[config.mk]
export PLATFORM = sky130hd
export DESIGN_NAME = mvm_cell
export DESIGN_NICKNAME = d
export VERILOG_FILES = /design/src/rtl/mvm_pkg.sv /design/src/rtl/mvm_cell.sv
export SDC_FILE = /design/constraint.sdc
export NUM_CORES = 2
export LEC_CHECK = 0
export ABC_AREA = 1
export BUFFER_PORTS_ARGS = -buffer_cell sky130_fd_sc_hd__clkbuf_2
export CORE_MARGIN = 2
export CORE_UTILIZATION = 40
export CTS_BUF_LIST = sky130_fd_sc_hd__clkbuf_16
export DETAILED_ROUTE_END_ITERATION = 12
export GPL_TIMING_DRIVEN = 0
export PLACE_DENSITY = 0.68
export SETUP_SLACK_MARGIN = 0.02
export SLEW_MARGIN = 15
export SYNTH_ARGS = -nofsm -noshare
export SYNTH_HDL_FRONTEND = slang
export SYNTH_SLANG_ARGS = --single-unit
export TNS_END_PERCENT = 20
[constraint.sdc]
create_clock -name clk_i -period 7 [get_ports clk_i]
set_input_delay 1.05 -clock clk_i [delete_from_list [all_inputs] [get_ports clk_i]]
set_output_delay 1.05 -clock clk_i [all_outputs]
set_load 0.02 [all_outputs]
[src/rtl/mvm_pkg.sv]
// Shared types and constants for the matrix-vector multiply block.
// Used by mvm_cell, matrix_vector_multiply and mvm_checker; depends on nothing.
package mvm_pkg;

  // largest matrix dimension the stores hold
  localparam int MAX_SIZE = 16;
  localparam int IDX_W    = (MAX_SIZE > 1) ? $clog2(MAX_SIZE) : 1;

  // register and field widths
  localparam int SIZE_W   = 5;
  localparam int FIELD_W  = 4;
  localparam int DATA_W   = 32;
  localparam int PROD_W   = 2 * DATA_W;
  localparam int FRAC_W   = 16;
  // product width plus headroom for summing up to MAX_SIZE terms
  localparam int ACC_W    = PROD_W + $clog2(MAX_SIZE) + 1;
  // width that holds both a cell number and a size for comparisons
  localparam int CMP_W    = ((IDX_W > SIZE_W) ? IDX_W : SIZE_W) + 1;

  // largest size actually used
  localparam int SIZE_CAP = (MAX_SIZE < 16) ? MAX_SIZE : 16;

  // apb register map
  localparam int ADDR_W = 3;
  localparam logic REG_SIZE      = 1'b0;
  localparam logic REG_TRANSPOSE = 1'b1;
  localparam logic [SIZE_W-1:0] SIZE_RESET = SIZE_W'(16);

  // action codes
  localparam logic [1:0] ACT_MAT_WR  = 2'd0;
  localparam logic [1:0] ACT_VEC_WR  = 2'd1;
  localparam logic [1:0] ACT_COMPUTE = 2'd2;

  // input request
  typedef struct packed {
    logic [1:0]                action;
    logic [FIELD_W-1:0]        row_index;
    logic [FIELD_W-1:0]        col_index;
    logic signed [DATA_W-1:0]  value;
  } in_req_t;

  // output request
  typedef struct packed {
    logic [FIELD_W-1:0]        result_index;
    logic signed [DATA_W-1:0]  result_value;
    logic                      saturated;
    logic                      last;
  } out_res_t;

  // store write broadcast to every cell
  typedef struct packed {
    logic                      mat_en;
    logic                      vec_en;
    logic [FIELD_W-1:0]        row;
    logic [FIELD_W-1:0]        col;
    logic signed [DATA_W-1:0]  value;
  } wr_bus_t;

  // partial sum token handed from cell to cell
  typedef struct packed {
    logic                      valid;
    logic                      last;
    logic [IDX_W-1:0]          idx;
    logic signed [ACC_W-1:0]   sum;
  } chain_tok_t;

endpackage

[src/rtl/mvm_cell.sv]
// One cell of the dot-product chain: holds vector entry k, matrix column k
// and matrix row k, and adds its product to the passing partial sum.
// Depends on mvm_pkg.
module mvm_cell import mvm_pkg::*; (
  input  logic              clk_i,
  input  logic              rst_ni,
  input  logic              adv_i,
  input  logic [IDX_W-1:0]  cell_idx_i,
  input  logic [SIZE_W-1:0] size_i,
  input  logic              transpose_i,
  input  wr_bus_t           wr_i,
  input  chain_tok_t        tok_i,
  output chain_tok_t        tok_o
);

  logic signed [DATA_W-1:0] col_mem [MAX_SIZE];
  logic signed [DATA_W-1:0] row_mem [MAX_SIZE];
  logic signed [DATA_W-1:0] vec_q;
  logic signed [DATA_W-1:0] rd_col_q, rd_row_q;
  logic signed [DATA_W-1:0] operand;
  logic signed [PROD_W-1:0] prod_q, prod_d;
  chain_tok_t               s1_q, s2_q, s3_q, s3_d;
  logic                     col_hit, row_hit, active;

  // address decode against this cell's number
  assign col_hit = (CMP_W'(wr_i.col) == CMP_W'(cell_idx_i));
  assign row_hit = (CMP_W'(wr_i.row) == CMP_W'(cell_idx_i));
  assign active  = (CMP_W'(cell_idx_i) < CMP_W'(size_i));

  // column k is indexed by row, row k by column
  always_ff @(posedge clk_i) begin
    if (wr_i.mat_en && col_hit) begin
      col_mem[IDX_W'(wr_i.row)] <= wr_i.value;
    end
    if (wr_i.mat_en && row_hit) begin
      row_mem[IDX_W'(wr_i.col)] <= wr_i.value;
    end
    if (wr_i.vec_en && col_hit) begin
      vec_q <= wr_i.value;
    end
  end

  // stage 1 reads the stores, stage 2 multiplies
  always_ff @(posedge clk_i) begin
    if (adv_i) begin
      rd_col_q <= col_mem[tok_i.idx];
      rd_row_q <= row_mem[tok_i.idx];
      prod_q   <= prod_d;
    end
  end

  // idle cells beyond the size in use add nothing
  always_comb begin
    operand = transpose_i ? rd_row_q : rd_col_q;
    prod_d  = operand * vec_q;
    if (!active) begin
      prod_d = '0;
    end
  end

  // stage 3 accumulates
  always_comb begin
    s3_d     = s2_q;
    s3_d.sum = s2_q.sum + {{(ACC_W-PROD_W){prod_q[PROD_W-1]}}, prod_q};
  end

  // token pipeline alongside the datapath
  always_ff @(posedge clk_i or negedge rst_ni) begin
    if (!rst_ni) begin
      s1_q <= '0;
      s2_q <= '0;
      s3_q <= '0;
    end else if (adv_i) begin
      s1_q <= tok_i;
      s2_q <= s1_q;
      s3_q <= s3_d;
    end
  end

  assign tok_o = s3_q;

endmodule

* After elaboration in Yosys (flattened, before gate mapping)
Memories as Yosys holds them, arrays and structs flattened. A register that Yosys moved wholly into a read port is not among the register bits.
Index checks and enable logic that the tools add are counted.
** Cells by class
- Equality and inequality tests :: 2
- Muxes and demuxes :: 5
- Order comparisons :: 1
- Add/sub/neg operators :: 1
- Reduce and logical (&&, ||, !) cells :: 3
- $mul :: 1
** Operator list (number)
- $add 69x69->69 :: 1
- $mul 32x32->64 :: 1
- $mux 32 :: 1
- $eq 4x4->1 :: 2
- $lt 4x5->1 :: 1
- $mux 1 :: 4
- $logic_and 1x1->1 :: 3
** Storage, ports and cells
- Logic and storage cells :: 29
- Memory bits (writable) :: 1024
- Bits in registers :: 321
- Bits of input ports :: 130
- Memories kept :: 2
- Output and inout bits :: 75
** Memories
- col_mem :: depth 16, bits a word 32, read ports 1, clocked after memory_dff 1, write ports 1, line mvm_cell.sv:16 : logic signed [DATA_W-1:0] col_mem [MAX_SIZE];
- row_mem :: depth 16, bits a word 32, read ports 1, clocked after memory_dff 1, write ports 1, line mvm_cell.sv:17 : logic signed [DATA_W-1:0] row_mem [MAX_SIZE];

* Depth between registers and ports, before layout
- Word-level depth :: 4
- Mapped depth :: 34
- Gate-level depth less buffers :: 32

* Least setup slack after synthesis
No wires, ideal clock.
- Kind :: input -> register
- From :: input port transpose_i
- To :: register prod_q[55], data pin
- Required time :: 6745 ps
- Path buffers :: 2
- Stages on the path :: 28
- Setup slack :: -1373 ps
- Arrival :: 8118 ps
- Setup time :: 255 ps
- Cell sequence :: inv_1 > clkbuf_1 > or2_2 > nand2_2 > buf_4 > nor2_1 > fa_1 > fa_1 > fa_1 > fa_1 > inv_1 > fa_1 > inv_1 > fa_1 > inv_1 > fa_1 > inv_1 > fa_1 > ha_1 > nand2_2 > nor2_2 > inv_1 > nor2_2 > inv_1 > nor4_2 > nand2_1 > a21oi_1 > nor2_1
** Between the ends
- Word-level cells in the longest chain between the ends :: 2
** Ends and longest elaborated chain
- start, declared :: line mvm_cell.sv:10 : input logic transpose_i,
- $mux 32 :: line mvm_cell.sv:54 : operand = transpose_i ? rd_row_q : rd_col_q;
- $mul 32x32->64 :: line mvm_cell.sv:55 : prod_d = operand * vec_q;
- end signal, assigned :: line mvm_cell.sv:48 : prod_q <= prod_d;
- end, declared :: line mvm_cell.sv:21 : logic signed [PROD_W-1:0] prod_q, prod_d;
No other way between the ends.
A chain may end at the register's enable or synchronous reset.

* Worst setup path after layout
- From :: input port transpose_i
- To :: register prod_q[57], data pin
The elaborated chain is that of the path after synthesis.

==> flow_summary_export.csv <==
group,metric,value,unit
status,outcome,"complete, but fails checks",
status,violations,"negative setup slack",
setup_path,path_class,"primary input to register",
grt,grt_remaining_overflow,0,
route,drt_wl_total,376000,um
floorplanning,rows,180,
logic_synthesis,synth_warnings,0,
grt,grt_pass1_wl,535000,um
logic_synthesis,netlist_instances,9603,
floorplanning,die_h,497,um
finish,syn_to_final_growth,15.2,%
route,via_per_inst,5.53,
setup_path,rr_worst_depth,25,
clock_network,htree_levels,4,
timing,worst_pin_slew,1.31,ns
timing,setup_tns,-35.40,ns
setup_path,r2r_start,"vec_q[22]",
setup_path,cp_slowest_stage_delay,0.63,ns
timing,period_minus_slack,7.99,ns
floorplanning,die_width,497,um
floorplanning,dieArea,0.247,mm^2
hold_path,min_path_type,"primary input to asynchronous set/reset pin",
placement,hpwl,287000,um
setup_path,cp_max_fo,7,
placement,io_buffer_count,202,
timing,maxSlewViolCount,0,
finish,drive_gt1_share,13.9,%
clock_network,cts_tree,"done",
route,ant_nets,0,
finish,final_util,46.4,%
clock_network,clk_latency,0.81,ns
logic_synthesis,synth_area,0.0972,mm^2
grt,grt_pass1_vias,75138,
clock_network,path_clk_slew,0.07,ns
grt,grt_max_degree,96,
setup_path,cp-start-kind,"primary input",
timing,finalCritPeriodShare,114,%
placement,gp_congestion,0.998,
setup_path,worstPathArrival,8.60,ns
timing,fmax,125,MHz
floorplanning,start_util,40.3,%
logic_synthesis,async_reset_ff_share,16.0,%
setup_path,critPathSlowestCell,"fa_2",
logic_synthesis,synthFlopType,"edfxtp_1",
logic_synthesis,avgSynthCellArea,10.1,um^2
setup_path,crit_required,7.61,ns
setup_path,cp.depth,30,
timing,clock_skew,0.0608,ns
timing,layout_setup_ws,-0.991,ns
timing,setup_viol,49,
logic_synthesis,ys_types,50,
finish,layout_commonest_cell,"nand2_1",
setup_path,crit_path_end_kind,"register",
grt,grtUsageTotal,30.2,%
clock_network,cts_root_buf,"clkbuf_16",
finish,nNetsFinal,11579,
route,wl_per_cell,28.0,um
logic_synthesis,syn-num-nets,11071,
route,dr.pass1.iters,8,
route,drcViolationCount,0,
logic_synthesis,synth-edff-count,1184,
setup_path,crit_top_cell,"fa_1",
route,drt_iter0_drc,9208,
logic_synthesis,ys_seq_elements,1409,
clock_network,numCtsBuffers,133,
flow_run,max_cap_violations,0,
setup_path,r2r_slack,-0.95,ns
setup_path,worstReg2RegEnd,"prod_q[57]",
timing,slew_headroom,12.7,%
route,num_vias,74196,
setup_path,crit_family,"adder cells",
clock_network,clockBufferDepth,3,
floorplanning,coreArea,0.241,mm^2
logic_synthesis,yosysSeqAreaShare,42.4,%
floorplanning,io_pins,205,
grt,grt_antenna_before_repair,29,
clock_network,clock_sinks,1409,
finish,mostFrequentLayoutCells,"1710 x nand2_1, 1689 x inv_1, 1184 x edfxtp_1",
timing,rsz0062_at_grt,"yes",
setup_path,worst-path-buf-inv,11,
timing,hold_viol_final,0,
==> logic make-up after synthesis <==
group           after synthesis  share of synthesized area [%]
mux                         256                           2.64
buf+inv                    2162                           8.62
xor+xnor                     46                          0.414
compound gates             1290                           7.49
fa+ha+maj                  1338                           25.6
simple gates               3102                           12.9
flops                      1409                           42.4
==> cell usage after synthesis (all sizes together), types with 70 or more instances <==
master / instances / share of area [%]
edfxtp: 1184 / 37
buf: 168 / 0.92
clkbuf: 237 / 0.92
nor2: 918 / 3.6
fa: 1083 / 22
nand2: 1815 / 7.1
or2: 70 / 0.45
nand3: 217 / 1.2
o21ai: 530 / 2.7
mux2i: 256 / 2.6
o211ai: 259 / 2.0
a21oi: 438 / 2.3
ha: 255 / 3.3
dfrtp: 225 / 5.8
inv: 1744 / 6.7
==> flip-flops by register name (all words and copies together) (netlist names) <==
name      flops
col_mem     512
row_mem     512
s1_q         75
s2_q         75
tok_o        75
prod_q       64
rd_col_q     32
rd_row_q     32
vec_q        32
==> timing repair <==
action                                 in CTS  in global routing
resized for setup                         686                147
endpoints found under the hold margin       0                  0
hold buffers                                0                  0
setup endpoints to repair                  55                 53
pin swaps                                 113                 85
gates cloned                                3                  0
buffers inserted                          108                 30
==> layout make-up <==
cell class                 instances  area [um^2]
multi-input combinational       6032        50100
buffer                           392         2270
sequential                      1409        41200
fill                           22249       129000
tap                             3185         3990
timing repair buffer             386         3430
clock buffer                     135         3380
clock inverter                   103          781
antenna                           11         27.5
inverter                        1757         6770
==> how the worst max path moves through the flow <==
stage	start	to	slack, ns
final	transpose_i	prod_q[57]	-0.99
after floorplan	transpose_i	prod_q[55]	-1.00
after CTS	transpose_i	prod_q[60]	-0.90
after global routing	transpose_i	prod_q[55]	-1.07
after global placement	transpose_i	prod_q[57]	-3.61
after detailed placement	transpose_i	prod_q[57]	-3.56
==> through the flow <==
stage / hold slack [ns] / setup slack (ns) / area [um^2] / cells
2_1_floorplan: 0.442 / -1.00 / 97400 / 9603
3_3_place_gp: 0.461 / -3.61 / 102000 / 12990
3_5_place_dp: 0.462 / -3.56 / 104000 / 13033
4_1_cts: 0.158 / -0.904 / 111000 / 13369
5_1_grt: 0.195 / -1.07 / 112000 / 13399
6_report: 0.185 / -0.991 / 112000 / 13410
==> metal layers <==
metal  global-route usage [%]  vias up  share of wire [%]
met5                        0        -              0.031
met4                     16.5       16                6.6
met3                     6.38      951                 10
met2                     46.3     4378                 44
met1                     40.1    37212                 39
li1                         -    31639                  -
Power is not shown: default switching activity piles up to over one toggle a cycle in this logic, so the estimate is an artifact.
